**src/rtl/rid_pkg.sv**
```systemverilog
// Shared types, sizes and codes of the rotating id allocator.
`default_nettype none

package rid_pkg;

   localparam int NUM_SLOTS = 32;
   localparam int ID_BITS   = 16;
   localparam int SLOT_BITS = (NUM_SLOTS > 1) ? $clog2(NUM_SLOTS) : 1;
   localparam int MAX_TRIES = 2 * NUM_SLOTS + 1;
   localparam int TRY_BITS  = $clog2(MAX_TRIES + 1);

   localparam logic [15:0] MAX_ID_RESET  = 16'd30000;
   localparam logic [15:0] BASE_ID_RESET = 16'd1;
   localparam logic [ID_BITS-1:0] CAND_RESET = ID_BITS'(17'(BASE_ID_RESET) + 17'd1);

   localparam logic [1:0] MODE_WRITE = 2'd0;
   localparam logic [1:0] MODE_ALLOC = 2'd1;
   localparam logic [1:0] MODE_FIND  = 2'd2;

   localparam logic CSR_MAX_ID  = 1'b0;
   localparam logic CSR_BASE_ID = 1'b1;

   typedef struct packed {
      logic [1:0]  mode;
      logic [4:0]  slot_index;
      logic [15:0] id_value;
      logic [15:0] group_value;
      logic        in_use;
   } req_type;

   typedef struct packed {
      logic [15:0] result_id;
      logic        found;
      logic [4:0]  result_slot;
   } rsp_type;

   typedef struct packed {
      logic [15:0] max_id;
      logic [15:0] base_id;
   } cfg_type;

   typedef struct packed {
      logic               used;
      logic [ID_BITS-1:0] id;
      logic [ID_BITS-1:0] group;
   } slot_entry_type;

   typedef struct packed {
      logic                 en;
      logic [SLOT_BITS-1:0] index;
      slot_entry_type       entry;
   } table_wr_type;

endpackage

`default_nettype wire

```
**src/rtl/rotating_id_allocator.sv**
```systemverilog
// Top level of the rotating id allocator: control registers and the scan engine.
//
//   channel  ports                              handshake
//   -------  ---------------------------------  ----------------------------------
//   request  start, busy, req_data              beat taken when start && !busy
//   result   rsp_valid, rsp_data                one-cycle strobe, cannot be held off
//   control  csr_we, csr_index, csr_wdata       write taken when csr_we is high
//
// A write (or unused mode) beat leaves the sequencer idle; its result appears the next cycle.
// Find compares one slot a cycle from slot 0 on and stops at the first hit or after the last slot.
// Allocate steps to each new candidate in an advance state, then compares it with one slot
// a cycle until a slot blocks it or all slots pass; it tries at most 2*NUM_SLOTS+1 candidates.
// The single slot comparator under the scan sequencer sets this one-slot-a-cycle pace.
// Reset clears the slot table, loads the register defaults and the first candidate.
`default_nettype none

module rotating_id_allocator (
   input  wire logic             clock,
   input  wire logic             reset,
   input  wire logic             start,
   output logic                  busy,
   input  wire rid_pkg::req_type req_data,
   output logic                  rsp_valid,
   output rid_pkg::rsp_type      rsp_data,
   input  wire logic             csr_we,
   input  wire logic             csr_index,
   input  wire logic [15:0]      csr_wdata
);
   import rid_pkg::*;

   cfg_type              cfg_ff, cfg_in;
   table_wr_type         tbl_wr;
   logic [SLOT_BITS-1:0] tbl_index;
   slot_entry_type       tbl_entry;

   always_comb begin
      cfg_in = cfg_ff;
      if (csr_we) begin
         unique case (csr_index)
            CSR_MAX_ID:  cfg_in.max_id  = csr_wdata;
            CSR_BASE_ID: cfg_in.base_id = csr_wdata;
            default:     cfg_in = cfg_ff;
         endcase
      end
   end

   always_ff @(posedge clock) begin
      if (reset) begin
         cfg_ff.max_id  <= MAX_ID_RESET;
         cfg_ff.base_id <= BASE_ID_RESET;
      end else begin
         cfg_ff <= cfg_in;
      end
   end

   rid_table u_table (
      .clock    (clock),
      .reset    (reset),
      .wr       (tbl_wr),
      .rd_index (tbl_index),
      .rd_entry (tbl_entry)
   );

   rid_scan u_scan (
      .clock     (clock),
      .reset     (reset),
      .cfg       (cfg_ff),
      .start     (start),
      .req_data  (req_data),
      .busy      (busy),
      .tbl_wr    (tbl_wr),
      .tbl_index (tbl_index),
      .tbl_entry (tbl_entry),
      .rsp_valid (rsp_valid),
      .rsp_data  (rsp_data)
   );

endmodule

`default_nettype wire

```
**src/rtl/rid_table.sv**
```systemverilog
// Slot table: one write port and one read port at the scan index.
`default_nettype none

module rid_table (
   input  wire logic                         clock,
   input  wire logic                         reset,
   input  wire rid_pkg::table_wr_type        wr,
   input  wire logic [rid_pkg::SLOT_BITS-1:0] rd_index,
   output rid_pkg::slot_entry_type           rd_entry
);
   import rid_pkg::*;

   slot_entry_type slots_ff [NUM_SLOTS];

   always_ff @(posedge clock) begin
      if (reset) begin
         for (int s = 0; s < NUM_SLOTS; s++) begin
            slots_ff[s] <= '0;
         end
      end else if (wr.en) begin
         slots_ff[wr.index] <= wr.entry;
      end
   end

   assign rd_entry = slots_ff[rd_index];

endmodule

`default_nettype wire

```
**src/rtl/rid_scan.sv**
```systemverilog
// Sequencer with the shared slot comparator for allocate and find.
`default_nettype none

module rid_scan (
   input  wire logic                          clock,
   input  wire logic                          reset,
   input  wire rid_pkg::cfg_type              cfg,
   input  wire logic                          start,
   input  wire rid_pkg::req_type              req_data,
   output logic                               busy,
   output rid_pkg::table_wr_type              tbl_wr,
   output logic [rid_pkg::SLOT_BITS-1:0]      tbl_index,
   input  wire rid_pkg::slot_entry_type       tbl_entry,
   output logic                               rsp_valid,
   output rid_pkg::rsp_type                   rsp_data
);
   import rid_pkg::*;

   typedef enum logic [3:0] {
      ST_IDLE    = 4'b0001,
      ST_ADVANCE = 4'b0010,
      ST_ALLOC   = 4'b0100,
      ST_FIND    = 4'b1000
   } state_type;

   state_type            state_ff, state_in;
   logic [SLOT_BITS-1:0] idx_ff, idx_in;
   logic [TRY_BITS-1:0]  tries_ff, tries_in;
   logic [ID_BITS-1:0]   cand_ff, cand_in;
   logic [ID_BITS-1:0]   key_ff, key_in;
   logic                 rsp_valid_ff, rsp_valid_in;
   rsp_type              rsp_ff, rsp_in;

   logic                 accept;
   logic                 last_slot;
   logic [ID_BITS-1:0]   cmp_key;
   logic                 id_hit;
   logic                 group_hit;
   logic [ID_BITS-1:0]   cand_step;

   assign accept    = start && (state_ff == ST_IDLE);
   assign busy      = (state_ff != ST_IDLE);
   assign last_slot = (idx_ff == SLOT_BITS'(NUM_SLOTS - 1));

   // The one comparator serves both scans: the candidate when allocating,
   // the query id when finding.
   assign cmp_key   = (state_ff == ST_FIND) ? key_ff : cand_ff;
   assign id_hit    = (tbl_entry.id == cmp_key);
   assign group_hit = (tbl_entry.group == cmp_key);
   assign tbl_index = idx_ff;

   always_comb begin
      if (33'(cand_ff) < 33'(cfg.max_id)) begin
         cand_step = cand_ff + ID_BITS'(1);
      end else begin
         cand_step = ID_BITS'(17'(cfg.base_id) + 17'd1);
      end
   end

   always_comb begin
      tbl_wr.en          = accept && (req_data.mode == MODE_WRITE) &&
                           (32'(req_data.slot_index) < 32'(NUM_SLOTS));
      tbl_wr.index       = SLOT_BITS'(req_data.slot_index);
      tbl_wr.entry.used  = req_data.in_use;
      tbl_wr.entry.id    = ID_BITS'(req_data.id_value);
      tbl_wr.entry.group = ID_BITS'(req_data.group_value);
   end

   always_comb begin
      state_in     = state_ff;
      idx_in       = idx_ff;
      tries_in     = tries_ff;
      cand_in      = cand_ff;
      key_in       = key_ff;
      rsp_valid_in = 1'b0;
      rsp_in       = '0;
      unique case (state_ff)
         ST_IDLE: begin
            if (accept) begin
               unique case (req_data.mode)
                  MODE_ALLOC: begin
                     tries_in = '0;
                     state_in = ST_ADVANCE;
                  end
                  MODE_FIND: begin
                     key_in   = ID_BITS'(req_data.id_value);
                     idx_in   = '0;
                     state_in = ST_FIND;
                  end
                  default: begin
                     // A write, or the unused mode, answers with all zeros.
                     rsp_valid_in = 1'b1;
                  end
               endcase
            end
         end
         ST_ADVANCE: begin
            cand_in  = cand_step;
            tries_in = tries_ff + TRY_BITS'(1);
            idx_in   = '0;
            state_in = ST_ALLOC;
         end
         ST_ALLOC: begin
            if (id_hit || group_hit) begin
               if (tries_ff == TRY_BITS'(MAX_TRIES)) begin
                  // Every candidate tried so far was blocked: give up.
                  rsp_valid_in = 1'b1;
                  state_in     = ST_IDLE;
               end else begin
                  state_in = ST_ADVANCE;
               end
            end else if (last_slot) begin
               rsp_valid_in     = 1'b1;
               rsp_in.found     = 1'b1;
               rsp_in.result_id = 16'(cand_ff);
               state_in         = ST_IDLE;
            end else begin
               idx_in = idx_ff + SLOT_BITS'(1);
            end
         end
         ST_FIND: begin
            if (tbl_entry.used && id_hit) begin
               rsp_valid_in       = 1'b1;
               rsp_in.found       = 1'b1;
               rsp_in.result_slot = 5'(idx_ff);
               state_in           = ST_IDLE;
            end else if (last_slot) begin
               rsp_valid_in = 1'b1;
               state_in     = ST_IDLE;
            end else begin
               idx_in = idx_ff + SLOT_BITS'(1);
            end
         end
         default: begin
            state_in = ST_IDLE;
         end
      endcase
   end

   always_ff @(posedge clock) begin
      if (reset) begin
         state_ff     <= ST_IDLE;
         idx_ff       <= '0;
         tries_ff     <= '0;
         cand_ff      <= CAND_RESET;
         rsp_valid_ff <= 1'b0;
      end else begin
         state_ff     <= state_in;
         idx_ff       <= idx_in;
         tries_ff     <= tries_in;
         cand_ff      <= cand_in;
         rsp_valid_ff <= rsp_valid_in;
      end
   end

   always_ff @(posedge clock) begin
      key_ff <= key_in;
      rsp_ff <= rsp_in;
   end

   assign rsp_valid = rsp_valid_ff;
   assign rsp_data  = rsp_ff;

   // A result beat only follows the end of an item, so the sequencer is idle.
   a_rsp_when_idle: assert property (@(posedge clock) disable iff (reset)
      rsp_valid_ff |-> state_ff == ST_IDLE)
      else $error("result beat while the sequencer is busy");

   // Each new candidate is checked from the first slot on.
   a_scan_from_zero: assert property (@(posedge clock) disable iff (reset)
      state_ff == ST_ADVANCE |=> idx_ff == '0 && state_ff == ST_ALLOC)
      else $error("candidate scan did not start at slot zero");

   a_tries_bound: assert property (@(posedge clock) disable iff (reset)
      tries_ff <= TRY_BITS'(MAX_TRIES))
      else $error("allocation tried too many candidates");

   // Find reports a slot and allocate reports an id, never both.
   a_one_kind: assert property (@(posedge clock) disable iff (reset)
      rsp_valid_ff && rsp_ff.result_slot != 5'd0 |-> rsp_ff.result_id == 16'd0)
      else $error("result carries both a slot and an id");

endmodule

`default_nettype wire

```
**config.mk**
```make
export PLATFORM = sky130hd
export DESIGN_NAME = rotating_id_allocator
export DESIGN_NICKNAME = d
export VERILOG_FILES = /design/src/rtl/rid_pkg.sv /design/src/rtl/rotating_id_allocator.sv /design/src/rtl/rid_table.sv /design/src/rtl/rid_scan.sv
export SDC_FILE = /design/constraint.sdc
export NUM_CORES = 2
export LEC_CHECK = 0
export ABC_CLOCK_PERIOD_IN_PS = 8200
export BUFFER_PORTS_ARGS = -buffer_cell sky130_fd_sc_hd__buf_4
export CAP_MARGIN = 20
export CORE_ASPECT_RATIO = 0.9
export CORE_MARGIN = 3
export CORE_UTILIZATION = 30
export CTS_CLUSTER_SIZE = 30
export DETAILED_ROUTE_END_ITERATION = 7
export GPL_ROUTABILITY_DRIVEN = 0
export PLACE_DENSITY_LB_ADDON = 0.3
export SLEW_MARGIN = 20
export SYNTH_ARGS = -nofsm -noshare
export SYNTH_HDL_FRONTEND = slang
export SYNTH_SLANG_ARGS = --single-unit
export TNS_END_PERCENT = 10
```
**constraint.sdc**
```tcl
create_clock -name clock -period 8.2 [get_ports clock]
set_input_delay 0.82 -clock clock [delete_from_list [all_inputs] [get_ports clock]]
set_output_delay 0.82 -clock clock [all_outputs]
set_load 0.01 [all_outputs]
```
==> metrics.md <==
| Metric | Value |
|---|---|
| Final critical-path required period | `about 5.4 ns` |
| Skew final | `between 0.02 and 0.025 ns` |
| Path type of the worst min-delay path | `input pin to register` |
| Setup-violating endpoint count in the final report | `0` |
| WP data required | `slightly below 9 ns` |
| Routed wire length per instance | `27.75 µm` |
| Cells after Synth | `3815` |
| Number of hold-slack violations in the final timing report | `0` |
| Core region area | `around 180000 µm²` |
| First-pass iteration count of the detailed router | `5` |
| Wire length of the first global-routing pass | `248.2 mm` |
| Critical path endpoint category | `register` |
| Max capacitance violation total | `0` |
| Die extent in y | `408.6 µm` |
| Utilization after layout | `0.3446` |
| Average size of a mapped cell | `about 14 µm²` |
| Total routing resource utilization after global routing | `0.1867` |
| Fraction of the yosys area taken by sequential cells | `0.6297` |
| Largest fanout on the critical path | `53` |
| P&R area growth vs syn | `14.01%` |
| Fillers | `between 15000 and 20000` |
| Top library cells by usage in the layout, fill and taps aside | `and2_1, edfxtp_1, mux2i_1` |
| Vias per std cell | `just over 5` |
| Arrival @ worst endpoint | `about 6 ns` |
| H-tree level count | `4` |
| Number of clock buffers inserted by TritonCTS | `130` |
| Power density over the cells | `209.3 nW/µm²` |
| Chip width | `453.4 µm` |
| Buffers inserted by post-CTS timing repair | `0` |
| CTS Root Cell | `clkbuf_16` |
| Run status | `finished clean` |
| CTS Hold Bufs | `0` |
| Area of combinational cells with multiple inputs | `between 15000 and 20000 µm²` |
| Dpl hpwl | `approximately 100 mm` |
| Number of enable-type register cells in the synthesized netlist | `between 1000 and 1500` |
| TritonCTS clock tree | `done` |
| Hold path startpoint | `csr_wdata[0]` |
| Leading cell type in the layout, fill and taps excluded | `and2_1` |
| Share of async-settable or async-resettable flops after synthesis | `0` |
| Pins Over Slew Limit | `0` |
| Detailed router's first-iteration violation count | `roughly 3600` |
| Clk slew on worst S/H paths | `around 0.06 ns` |
| Leakage component of the power | `21.15 nW` |
| Synth warn | `0` |
| PostCTS Resize Cnt | `0` |
| Final design area excluding fillers | `approximately 62000 µm²` |
| Worst setup path class | `register to register` |
| Net total in the final layout | `between 3000 and 4000` |
| Clk sinks | `1164` |
| Fmax achieved | `~190 MHz` |
| Latest clock arrival within the worst-skew pair | `roughly 0.76 ns` |
| Netlist area before placement | `54040 µm²` |
| Number of buffers added on ports | `84` |
| Starting utilization of the core area | `0.3023` |
| Tightest Pin Transition | `about 1.2 ns` |
| Antenna violations before repair | `10` |
| Longest Clk Path Bufs | `3` |
| Grt total ovfl | `0` |
| Nets in the synthesized netlist | `just under 4000` |
| Number of global-route vias before repair | `approximately 32000` |
| Routed vias | `~32000` |
| DRC violations left | `0` |
| Ratio of final minimum period to clock period | `0.6561` |
| Top flip-flop cell by instance count after synthesis | `edfxtp_1` |
| Yosys reg bits | `approximately 1200` |
| Summed negative setup slack over all endpoints | `0 ns` |
| Detailed Route WL | `between 150 and 200 mm` |
| Number of different library cells in the post-synthesis netlist | `68` |
| Maximum number of pins on one net before global-route repair | `76` |
| Register cell area after layout | `34050 µm²` |
| CP Launch Type | `register` |
| VDD IR-drop max | `~0.00017 V` |
| Total cell area at the placement stage | `around 58000 µm²` |
| RSZ-0062 raised after global routing | `no` |
| Proportion of layout cells with a drive suffix above 1 | `0.1633` |
| Remaining max-slew budget at the tightest pin | `0.2057` |
| I/O pin total | `85` |
| Rows | `around 150` |
| Remaining number of nets flagged by the antenna check after routing | `0` |
| Full die area | `around 190000 µm²` |
-- registers in the layout (all words and copies together) (netlist names), named ones only --
| register | cells |
|---|---|
| u_table.slots_ff | 1056 |
| cfg_ff | 32 |
| u_scan.rsp_data | 22 |
| u_scan.cand_ff | 16 |
| u_scan.key_ff | 16 |
| u_scan.tries_ff | 7 |
| u_scan.tbl_index | 5 |
| u_scan.state_ff | 4 |
| u_scan.rsp_valid | 1 |
-- per-layer routing --
metal | part of all wire | GRT usage
met3 | 0.069 | 0.03573
met5 | 0 | 0
met1 | 0.43 | 0.2548
met4 | 0.023 | 0.04758
met2 | 0.48 | 0.3047
-- kinds of logic after synthesis --
family,share of synthesized area
compound gates,0.04202
xor+xnor,0.006159
fa+ha+maj,0.005093
buf+inv,0.03355
flops,0.6297
mux,0.1262
simple gates,0.1573
-- report_power, final --
group	leakage [nW]	switching (mW)	internal, mW
clock network	1.99	2.44	3.19
registers	11.7	0.0619	6.66
logic	7.42	0.407	0.134
total	21.2	2.91	9.99
-- final cells by class --
class / count / share of cell area
diodes: 8 / 0.0003249
multi-input cells: 2293 / 0.3056
clock inverters: 64 / 0.008001
clock buffers: 164 / 0.05741
inverters: 24 / 0.001482
flip-flops and latches: 1164 / 0.5526
well taps: 2384 / 0.04841
repair buffers: 185 / 0.02620
-- synthesized netlist by cell type (all sizes together) (10+ instances only) --
cell    number  area, µm²
edfxtp    1072      32190
clkbuf     247      937.2
nand2      133      499.2
nand3       56      280.3
buf         87      785.8
nor3        16      80.08
o21ai       62      310.3
o22ai       17      106.4
mux2i      253       2532
a221oi      19      172.7
a21oi       57      285.3
dfxtp       92       1842
nor2b       12      75.07
and2      1083       6779
xor2        21      183.9
and3        23      145.1
a21o        10      75.07
nor2        76      287.8
xnor2       17      148.9
o211ai      17      127.6
inv         23      86.33
nand2b      11      68.82
ha          22      275.3
a22oi       90      675.7
a31oi       18      112.6
mux4       173       4016
mux2        24      270.3
-- worst max-delay path, stage by stage, from the launching register on --
cell and delay, ns:
dfxtp_4 0.78, buf_12 0.45, and2_2 0.89, a22oi_1 0.18, nand3_1 0.14, o21ai_0 0.29
and3b_1 0.34, xor2_1 0.07, nor4_1 0.97, nand4_1 0.29, o311a_4 0.24, and2_4 0.20
a211oi_1 0.30
-- metrics by stage --
stage	hold WS (ns)	setup WS (ns)	power, mW	instances
2_1_floorplan	0.4337	3.851	7.106	3815
3_3_place_gp	0.4464	2.838	7.384	6041
3_5_place_dp	0.4536	2.753	7.392	6048
4_1_cts	0.2211	2.745	13.00	6276
5_1_grt	0.2447	2.652	13.26	6282
6_report	0.2902	2.820	12.90	6286
-- final timing paths --
kind	endpoint	slack, ns	cells past startpoint
setup reg to reg	register	2.82	12
hold / removal	cfg_ff[0]	0.29	3
setup / recovery	register	2.82	12
hold reg to reg	cfg_ff[17]	0.46	2
(Power assumes the default switching activity.)
